==> config.mk <==
export PLATFORM = sky130hd
export DESIGN_NAME = tilt_to_midi_note_mapper
export DESIGN_NICKNAME = d
export VERILOG_FILES = /design/src/sv/tmm_pkg.sv /design/src/sv/tmm_sqsum.sv /design/src/sv/tmm_isqrt.sv /design/src/sv/tilt_to_midi_note_mapper.sv
export SDC_FILE = /design/constraint.sdc
export NUM_CORES = 1
export LEC_CHECK = 0
export BUFFER_PORTS_ARGS = -buffer_cell sky130_fd_sc_hd__buf_2
export CAP_MARGIN = 40
export CORE_MARGIN = 2
export CORE_UTILIZATION = 45
export CTS_BUF_LIST = sky130_fd_sc_hd__clkbuf_2
export DETAILED_ROUTE_END_ITERATION = 10
export SETUP_SLACK_MARGIN = 0.5
export SYNTH_ARGS = -nofsm -noshare
export SYNTH_HDL_FRONTEND = slang
export SYNTH_SLANG_ARGS = --single-unit
export TNS_END_PERCENT = 50
==> constraint.sdc <==
create_clock -name clk_i -period 12.9 [get_ports clk_i]
set_input_delay 3.225 -clock clk_i [delete_from_list [all_inputs] [get_ports clk_i]]
set_output_delay 3.225 -clock clk_i [all_outputs]
set_load 0.1 [all_outputs]
==> src/sv/tmm_pkg.sv <==
// Shared types, constants and the scale table of the tilt to MIDI note mapper.
package tmm_pkg;

  localparam int unsigned AXIS_BITS_DEF = 16;
  localparam int unsigned TILT_W        = 16;
  localparam int unsigned CFG_IDX_W     = 1;
  localparam int unsigned CFG_DATA_W    = 16;
  localparam int unsigned OCTAVE_W      = 4;
  localparam int unsigned NOTE_W        = 7;
  localparam int unsigned VELO_W        = 7;

  localparam logic [CFG_IDX_W-1:0]  CFG_OCTAVE    = 1'b0;
  localparam logic [CFG_IDX_W-1:0]  CFG_DEAD_ZONE = 1'b1;

  localparam logic [OCTAVE_W-1:0]   OCTAVE_MAX    = 4'd8;
  localparam logic [OCTAVE_W-1:0]   OCTAVE_RST    = 4'd4;
  localparam logic [CFG_DATA_W-1:0] DEAD_ZONE_RST = 16'd1000;
  localparam logic [15:0]           FULL_SCALE    = 16'd32767;
  localparam logic [VELO_W-1:0]     VELO_MAX      = 7'd127;

  typedef struct packed {
    logic              note_on;
    logic [NOTE_W-1:0] note_number;
    logic [VELO_W-1:0] velocity;
    logic              last;
  } msg_t;

  // Major scale, one step per 45-degree sector
  function automatic logic [3:0] scale_step(logic [2:0] sector);
    logic [3:0] step;
    unique case (sector)
      3'd0:    step = 4'd0;
      3'd1:    step = 4'd2;
      3'd2:    step = 4'd4;
      3'd3:    step = 4'd5;
      3'd4:    step = 4'd7;
      3'd5:    step = 4'd9;
      3'd6:    step = 4'd11;
      3'd7:    step = 4'd12;
      default: step = 4'd0;
    endcase
    return step;
  endfunction

endpackage

==> src/sv/tmm_sqsum.sv <==
// Bit-serial sum of squares: one multiplier bit of each axis per cycle.
module tmm_sqsum import tmm_pkg::*; #(
  parameter int unsigned AXIS_BITS = AXIS_BITS_DEF
) (
  input  logic                   clk_i,
  input  logic                   rst_ni,
  input  logic                   start_i,
  input  logic [AXIS_BITS-1:0]   abs_x_i,
  input  logic [AXIS_BITS-1:0]   abs_y_i,
  output logic                   done_o,
  output logic [2*AXIS_BITS-1:0] sum_o
);

  localparam int unsigned SumW = 2 * AXIS_BITS;
  localparam int unsigned CntW = $clog2(AXIS_BITS);

  logic [AXIS_BITS-1:0] mx_q, my_q;
  logic [SumW-1:0]      ax_q, ay_q, acc_q;
  logic [CntW-1:0]      cnt_q;
  logic                 busy_q, done_q;
  logic [SumW-1:0]      acc_d;

  always_comb begin
    acc_d = acc_q + (mx_q[0] ? ax_q : '0) + (my_q[0] ? ay_q : '0);
  end

  always_ff @(posedge clk_i or negedge rst_ni) begin
    if (!rst_ni) begin
      busy_q <= 1'b0;
      done_q <= 1'b0;
      cnt_q  <= '0;
    end else begin
      done_q <= 1'b0;
      if (start_i) begin
        busy_q <= 1'b1;
        cnt_q  <= '0;
      end else if (busy_q) begin
        cnt_q <= cnt_q + 1'b1;
        if (cnt_q == CntW'(AXIS_BITS - 1)) begin
          busy_q <= 1'b0;
          done_q <= 1'b1;
        end
      end
    end
  end

  always_ff @(posedge clk_i) begin
    if (start_i) begin
      mx_q  <= abs_x_i;
      my_q  <= abs_y_i;
      ax_q  <= SumW'(abs_x_i);
      ay_q  <= SumW'(abs_y_i);
      acc_q <= '0;
    end else if (busy_q) begin
      acc_q <= acc_d;
      mx_q  <= mx_q >> 1;
      my_q  <= my_q >> 1;
      ax_q  <= ax_q << 1;
      ay_q  <= ay_q << 1;
    end
  end

  assign done_o = done_q;
  assign sum_o  = acc_q;

endmodule

==> src/sv/tmm_isqrt.sv <==
// Restoring floor square root, one result bit per cycle.
module tmm_isqrt import tmm_pkg::*; #(
  parameter int unsigned AXIS_BITS = AXIS_BITS_DEF
) (
  input  logic                   clk_i,
  input  logic                   rst_ni,
  input  logic                   start_i,
  input  logic [2*AXIS_BITS-1:0] radicand_i,
  output logic                   done_o,
  output logic [AXIS_BITS-1:0]   root_o
);

  localparam int unsigned SumW = 2 * AXIS_BITS;

  logic [SumW-1:0] rem_q, root_q, bit_q;
  logic [SumW-1:0] trial;
  logic            busy_q, done_q;

  assign trial = root_q + bit_q;

  always_ff @(posedge clk_i or negedge rst_ni) begin
    if (!rst_ni) begin
      busy_q <= 1'b0;
      done_q <= 1'b0;
    end else begin
      done_q <= 1'b0;
      if (start_i) begin
        busy_q <= 1'b1;
      end else if (busy_q && bit_q[0]) begin
        busy_q <= 1'b0;
        done_q <= 1'b1;
      end
    end
  end

  always_ff @(posedge clk_i) begin
    if (start_i) begin
      rem_q  <= radicand_i;
      root_q <= '0;
      bit_q  <= SumW'(1) << (SumW - 2);
    end else if (busy_q) begin
      if (rem_q >= trial) begin
        rem_q  <= rem_q - trial;
        root_q <= (root_q >> 1) + bit_q;
      end else begin
        root_q <= root_q >> 1;
      end
      bit_q <= bit_q >> 2;
    end
  end

  assign done_o = done_q;
  assign root_o = root_q[AXIS_BITS-1:0];

endmodule

==> src/sv/tilt_to_midi_note_mapper.sv <==
// Top level: tilt samples and power-off events in, MIDI note messages out.
//
//   channel  signals                                         role
//   in       in_valid_i/in_ready_o, action, tilt_x, tilt_y   item in
//   out      out_valid_o/out_ready_i, note_on, note_number,  message out
//            velocity, last
//   cfg      cfg_we_i, cfg_index_i, cfg_data_i               register write
//
// A powered sample passes through the bit-serial squarer and the serial square root, then the
// root start, the magnitude capture, the note evaluation and the output load before its first
// message shows. A power-off event with a note held has its note-off registered and then
// loaded into the output register. Each message then waits for out_ready_i. A new item is
// taken once the last message sits in the output register.
// Reset: octave 4, dead zone 1000, no note held, powered.
module tilt_to_midi_note_mapper import tmm_pkg::*; #(
  parameter int unsigned AXIS_BITS = AXIS_BITS_DEF
) (
  input  logic                  clk_i,
  input  logic                  rst_ni,
  input  logic                  in_valid_i,
  output logic                  in_ready_o,
  input  logic                  action_i,
  input  logic [TILT_W-1:0]     tilt_x_i,
  input  logic [TILT_W-1:0]     tilt_y_i,
  output logic                  out_valid_o,
  input  logic                  out_ready_i,
  output logic                  note_on_o,
  output logic [NOTE_W-1:0]     note_number_o,
  output logic [VELO_W-1:0]     velocity_o,
  output logic                  last_o,
  input  logic                  cfg_we_i,
  input  logic [CFG_IDX_W-1:0]  cfg_index_i,
  input  logic [CFG_DATA_W-1:0] cfg_data_i
);

  typedef enum logic [4:0] {
    ST_IDLE = 5'b00001,
    ST_SQ   = 5'b00010,
    ST_ROOT = 5'b00100,
    ST_EVAL = 5'b01000,
    ST_SEND = 5'b10000
  } state_e;

  state_e state_q, state_d;

  logic [OCTAVE_W-1:0]   octave_q;
  logic [CFG_DATA_W-1:0] dz_q;
  logic                  held_valid_q, held_valid_d;
  logic [NOTE_W-1:0]     held_note_q, held_note_d;
  logic                  power_on_q, power_on_d;
  logic signed [AXIS_BITS-1:0] x_q, y_q;
  logic [AXIS_BITS-1:0]  mag_q;
  msg_t                  p0_q, p0_d, p1_q, p1_d, out_q;
  logic                  out_valid_q, out_valid_d;
  logic                  out_load;

  logic                  accept;
  logic [AXIS_BITS-1:0]  x_in, y_in, abs_x, abs_y;
  logic                  sq_start, sq_done, rt_start, rt_done;
  logic [2*AXIS_BITS-1:0] sq_sum;
  logic [AXIS_BITS-1:0]  root;

  assign in_ready_o = (state_q == ST_IDLE);
  assign accept     = in_valid_i && in_ready_o;

  assign x_in  = tilt_x_i[AXIS_BITS-1:0];
  assign y_in  = tilt_y_i[AXIS_BITS-1:0];
  assign abs_x = x_in[AXIS_BITS-1] ? (~x_in + 1'b1) : x_in;
  assign abs_y = y_in[AXIS_BITS-1] ? (~y_in + 1'b1) : y_in;

  assign sq_start = accept && !action_i && power_on_q;
  assign rt_start = (state_q == ST_SQ) && sq_done;

  tmm_sqsum #(.AXIS_BITS(AXIS_BITS)) u_sqsum (
    .clk_i   (clk_i),
    .rst_ni  (rst_ni),
    .start_i (sq_start),
    .abs_x_i (abs_x),
    .abs_y_i (abs_y),
    .done_o  (sq_done),
    .sum_o   (sq_sum)
  );

  tmm_isqrt #(.AXIS_BITS(AXIS_BITS)) u_isqrt (
    .clk_i      (clk_i),
    .rst_ni     (rst_ni),
    .start_i    (rt_start),
    .radicand_i (sq_sum),
    .done_o     (rt_done),
    .root_o     (root)
  );

  // Sector of (2x, y); boundaries go to the higher sector
  logic signed [AXIS_BITS+1:0] sx, sy;
  logic [2:0]                  sector;

  assign sx = {x_q[AXIS_BITS-1], x_q, 1'b0};
  assign sy = {{2{y_q[AXIS_BITS-1]}}, y_q};

  always_comb begin
    priority if (sy > 0) begin
      if (sx > 0) sector = (sy < sx) ? 3'd0 : 3'd1;
      else        sector = (sy > -sx) ? 3'd2 : 3'd3;
    end else if (sy == 0) begin
      sector = (sx < 0) ? 3'd4 : 3'd0;
    end else begin
      if (sx < 0) sector = (-sy < -sx) ? 3'd4 : 3'd5;
      else        sector = (-sy > sx) ? 3'd6 : 3'd7;
    end
  end

  // Note and velocity
  logic [NOTE_W-1:0] note;
  logic [15:0]       mag16, diff, qr_sum;
  logic              below;
  logic [22:0]       prod;
  logic [8:0]        quo;
  logic [VELO_W-1:0] velo;

  assign note  = {octave_q, 3'b000} + {1'b0, octave_q, 2'b00}
               + {3'b000, scale_step(sector)};
  assign mag16 = 16'(mag_q);
  assign below = mag16 < dz_q;
  assign diff  = mag16 - dz_q;
  // diff*127, then divide by 32767 as shift by 15 plus one correction
  assign prod   = {diff, 7'b0} - {7'b0, diff};
  assign qr_sum = {8'b0, prod[22:15]} + {1'b0, prod[14:0]};
  assign quo    = {1'b0, prod[22:15]} + {8'b0, (qr_sum >= FULL_SCALE)};
  assign velo   = (quo > 9'(VELO_MAX)) ? VELO_MAX : quo[VELO_W-1:0];

  assign out_load = !out_valid_q || out_ready_i;

  always_comb begin
    state_d      = state_q;
    held_valid_d = held_valid_q;
    held_note_d  = held_note_q;
    power_on_d   = power_on_q;
    p0_d         = p0_q;
    p1_d         = p1_q;
    out_valid_d  = out_valid_q && !out_ready_i;
    unique case (state_q)
      ST_IDLE: begin
        if (accept) begin
          if (action_i) begin
            power_on_d = 1'b0;
            if (held_valid_q) begin
              p0_d    = '{note_on: 1'b0, note_number: held_note_q, velocity: '0, last: 1'b1};
              state_d = ST_SEND;
            end
          end else if (power_on_q) begin
            state_d = ST_SQ;
          end
        end
      end
      ST_SQ: begin
        if (sq_done) state_d = ST_ROOT;
      end
      ST_ROOT: begin
        if (rt_done) state_d = ST_EVAL;
      end
      ST_EVAL: begin
        if (below) begin
          if (held_valid_q) begin
            p0_d         = '{note_on: 1'b0, note_number: held_note_q, velocity: '0, last: 1'b1};
            held_valid_d = 1'b0;
            state_d      = ST_SEND;
          end else begin
            state_d = ST_IDLE;
          end
        end else begin
          if (held_valid_q && held_note_q != note) begin
            p0_d = '{note_on: 1'b0, note_number: held_note_q, velocity: '0, last: 1'b0};
            p1_d = '{note_on: 1'b1, note_number: note, velocity: velo, last: 1'b1};
          end else begin
            p0_d = '{note_on: 1'b1, note_number: note, velocity: velo, last: 1'b1};
          end
          held_note_d  = note;
          held_valid_d = 1'b1;
          state_d      = ST_SEND;
        end
      end
      ST_SEND: begin
        if (out_load) begin
          out_valid_d = 1'b1;
          if (p0_q.last) state_d = ST_IDLE;
          else           p0_d    = p1_q;
        end
      end
      default: state_d = ST_IDLE;
    endcase
  end

  always_ff @(posedge clk_i or negedge rst_ni) begin
    if (!rst_ni) begin
      state_q      <= ST_IDLE;
      held_valid_q <= 1'b0;
      held_note_q  <= '0;
      power_on_q   <= 1'b1;
      out_valid_q  <= 1'b0;
      octave_q     <= OCTAVE_RST;
      dz_q         <= DEAD_ZONE_RST;
    end else begin
      state_q      <= state_d;
      held_valid_q <= held_valid_d;
      held_note_q  <= held_note_d;
      power_on_q   <= power_on_d;
      out_valid_q  <= out_valid_d;
      if (cfg_we_i) begin
        unique case (cfg_index_i)
          CFG_OCTAVE: begin
            octave_q <= (cfg_data_i[OCTAVE_W-1:0] > OCTAVE_MAX) ? OCTAVE_MAX
                                                                : cfg_data_i[OCTAVE_W-1:0];
          end
          CFG_DEAD_ZONE: dz_q <= cfg_data_i;
          default: ;
        endcase
      end
    end
  end

  always_ff @(posedge clk_i) begin
    p0_q <= p0_d;
    p1_q <= p1_d;
    if (accept) begin
      x_q <= x_in;
      y_q <= y_in;
    end
    if (rt_done) mag_q <= root;
    if (state_q == ST_SEND && out_load) out_q <= p0_q;
  end

  assign out_valid_o   = out_valid_q;
  assign note_on_o     = out_q.note_on;
  assign note_number_o = out_q.note_number;
  assign velocity_o    = out_q.velocity;
  assign last_o        = out_q.last;

endmodule

==> flow_metrics.py <==
metrics = {
    "clock_tree": {
        "hold_buffers": 0,
        "cts_tree": "done",
        "clockBufferDepth": 3,
        "cts_htree_levels": 3,
        "cts_setup_buffers": 0,
        "cts.clk_slew.worst_paths_ps": 110,
        "worstSkewPairLatency_ps": 1070,
        "numCtsBuffers": 96,
        "cts_resized": 0,
        "clock-sinks": 345,
        "clock_tree.root_cell": "clkbuf_2",
    },
    "flow_run": {
        "cap_violations": 0,
    },
    "critical_path": {
        "worstSetupStartpoint": "dz_q[5]",
        "worstPathRequired_ps": 13790,
        "critPathBufInv": 3,
        "startpoint_type": "flip-flop",
        "crit_path_end_kind": "flip-flop",
        "crit_path_top_delay_cell": "dfstp_2",
        "path_max_fanout": 10,
        "crit_top_cell": "ha_1",
        "critical_path.top_delay_family": "compound AO/OA/AOI/OAI gates",
        "regToRegSetupSlack_ps": 4330,
        "worstSetupPathType": "reg -> reg",
        "regToRegStartpoint": "dz_q[5]",
        "critPathArrivalTime_ps": 9460,
        "max_stage_delay_ps": 540,
    },
    "logic_synthesis": {
        "synth-compound-area-share_pct": 17.48,
        "synth_flop_cell": "edfxtp_1",
        "synth_top_area_share_pct": 23.37,
        "yosysWarnings": 0,
        "synth-adder-area-share_pct": 13.94,
        "yosysTopAreaCell": "edfxtp_1",
        "synth-xor-area-share_pct": 7.005,
        "syn_area_um2": 24420,
        "async_reset_ff_share_pct": 12.46,
        "syn_avg_cell_area_um2": 9.374,
        "synth_edf_count": 190,
        "synth.distinct_cells": 101,
        "yosys.area_share.simple_pct": 14.74,
        "syn-instance-count": 2605,
        "yosysSeqAreaShare_pct": 37.00,
        "syn_nets": 2909,
        "synth_top_cells_by_area": "edfxtp_1, ha_1, dfxtp_1",
        "synth_mux_area_share_pct": 5.401,
        "ys_seq_elements": 345,
        "synth_top_family_by_area": "compound AO/OA/AOI/OAI gates",
    },
    "die": {
        "io-pin-count": 73,
        "core_area_um2": 53710,
        "die_y_um": 236.9,
        "die-width_um": 236.9,
        "initial_core_util_pct": 45.47,
        "num_rows": 85,
        "die_area_um2": 56140,
    },
    "run_status": {
        "outcome": "complete, no violations",
    },
    "placed_design": {
        "io_buffers": 72,
        "place_congestion": 0.8885,
        "hpwl_um": 42350,
    },
    "timing": {
        "fmax_mhz": 116.7,
        "fin_crit_ps": 8570,
        "slew_headroom_pct": 40.56,
        "post-route-period-util_pct": 66.43,
        "rsz0062_at_grt": "no",
        "tns_ps": 0,
        "skew_ps": 75.61,
        "hold_viol_final": 0,
        "whs_ps": 445.1,
        "worst_pin_slew_ps": 891.6,
        "setup_viol": 0,
        "drv_slew": 0,
    },
    "grt": {
        "grt_max_degree": 80,
        "grt_overflow": 0,
        "track_usage_pct": 20.20,
        "antenna_found_initial": 3,
        "grt_first_pass_wirelength_um": 93360,
        "grt_pass1_vias": 18750,
    },
    "final_layout": {
        "area_delta_synth_final_pct": 8.352,
        "fillCellCount": 5053,
        "mostFrequentLayoutCells": "nor2_1, nand2_1, ha_1",
        "final_common_cell": "nor2_1",
        "drive_gt1_share_pct": 12.34,
        "fin_nets": 3021,
    },
    "routing": {
        "drt_iter0_markers": 1042,
        "totalWireLength_um": 56350,
        "wl_per_cell_um": 16.12,
        "ant_nets": 0,
        "vias": 18900,
        "drc": 0,
        "dr.pass1.iters": 7,
        "vias_per_cell": 5.407,
    },
    "hold_path": {
        "hp-class": "reg -> reg",
        "worstHoldStart": "p0_q[6]",
    },
    "power_and_ir_drop": {
        "leakagePower_nw": 11.05,
        "vdd.ir_drop.worst_mv": 0.04905,
        "power.density_nw_per_um2": 93.61,
    },
}
==> path summary, 6_finish.rpt <==
kind / endpoint / depth (start not counted)
setup / recovery: p0_q[4] / 32
hold / removal: velocity_o[5] / 0
setup reg to reg: p0_q[4] / 32
hold reg to reg: velocity_o[5] / 0
max in group asynchronous: u_sqsum.busy_q / 2
min in group asynchronous: u_sqsum.cnt_q[0] / 2
==> layer usage <==
layer  global-route usage (%)  vias up  part of all wire [%]  wire length, um
met2                    32.51      350                    45            25490
met1                    27.42     8854                    49            27550
met3                    3.544       95                   3.7             2065
li1                         -     9598                     -                -
met4                    7.000        0                   2.2             1241
met5                        0        -                     0                0
==> through the flow <==
stage	instances	total power [mW]	area (um^2)	util, %	setup slack, ps
3_5_place_dp	3315	1.713	25570	47.60	4490
3_3_place_gp	3309	1.708	25470	47.42	4544
4_1_cts	3492	2.516	26450	49.25	4454
6_report	3495	2.477	26460	49.26	4331
5_1_grt	3495	2.633	26460	49.26	3751
2_1_floorplan	2605	1.586	24420	-	5585
==> synthesized netlist by cell type, types with 7 or more instances <==
cell,n
nor3_1,41
nand3_1,38
dfrtp_1,34
ha_1,212
mux2i_1,92
a31oi_1,29
o31ai_1,18
dfxtp_1,112
o21bai_1,23
a21o_1,48
o21ai_0,120
xor2_1,88
and3_1,17
a21oi_1,168
clkbuf_1,73
a211oi_1,13
o221ai_1,8
a211o_1,7
nor4_1,16
a31o_2,8
nand3b_1,8
and2_1,23
nor2b_1,31
nand2b_1,30
mux2_2,32
fa_1,37
nand4_1,19
o21a_1,89
nand2_1,234
xnor2_1,101
inv_1,201
nor2_1,263
dfstp_2,9
or3_1,10
o21ai_1,7
o211ai_1,9
edfxtp_1,190
==> area by class of cell <==
cell class | instances | area [um^2] | area share (%)
Multi-Input combinational cell | 1977 | 14320 | 54.11
Sequential cell | 345 | 9040 | 34.17
Tap cell | 696 | 870.8 | 3.291
Inverter | 203 | 762.0 | 2.880
Clock buffer | 147 | 735.7 | 2.781
Timing Repair Buffer | 94 | 576.8 | 2.180
Clock inverter | 30 | 148.9 | 0.5628
Antenna cell | 3 | 7.507 | 0.02837
==> state kept, by name, summed over array words and instances, names as in the netlist, 16 cells and up <==
signal / cells
u_isqrt.root_q: 32
u_sqsum.mx_q: 16
y_q: 16
x_q: 16
mag16: 16
u_sqsum.my_q: 16
p0_q: 16
dz_q: 16
u_isqrt.bit_q: 16
u_sqsum.ay_q: 32
u_sqsum.ax_q: 32
u_isqrt.rem_q: 32
u_sqsum.sum_o: 32
==> logic make-up (layout without fill, tap and decap cells) <==
| group | Yosys count | after routing |
|---|---|---|
| AO/OA/AOI/OAI | 636 | 636 |
| XOR/XNOR | 192 | 192 |
| adder cells (fa/ha/maj) | 250 | 250 |
| buffers and inverters | 283 | 474 |
| flip-flops | 345 | 345 |
| multiplexers | 126 | 126 |
| other | 0 | 3 |
| AND/OR/NAND/NOR | 773 | 773 |
==> power by group <==
| group | internal (mW) | switching [mW] | total, mW | leakage [nW] |
|---|---|---|---|---|
| Clock | 0.309 | 0.474 | 0.783 | 0.672 |
| Sequential | 1.17 | 0.0135 | 1.19 | 2.91 |
| Combinational | 0.204 | 0.304 | 0.508 | 7.47 |
| Total | 1.68 | 0.792 | 2.48 | 11.1 |
(Power assumes the default switching activity.)
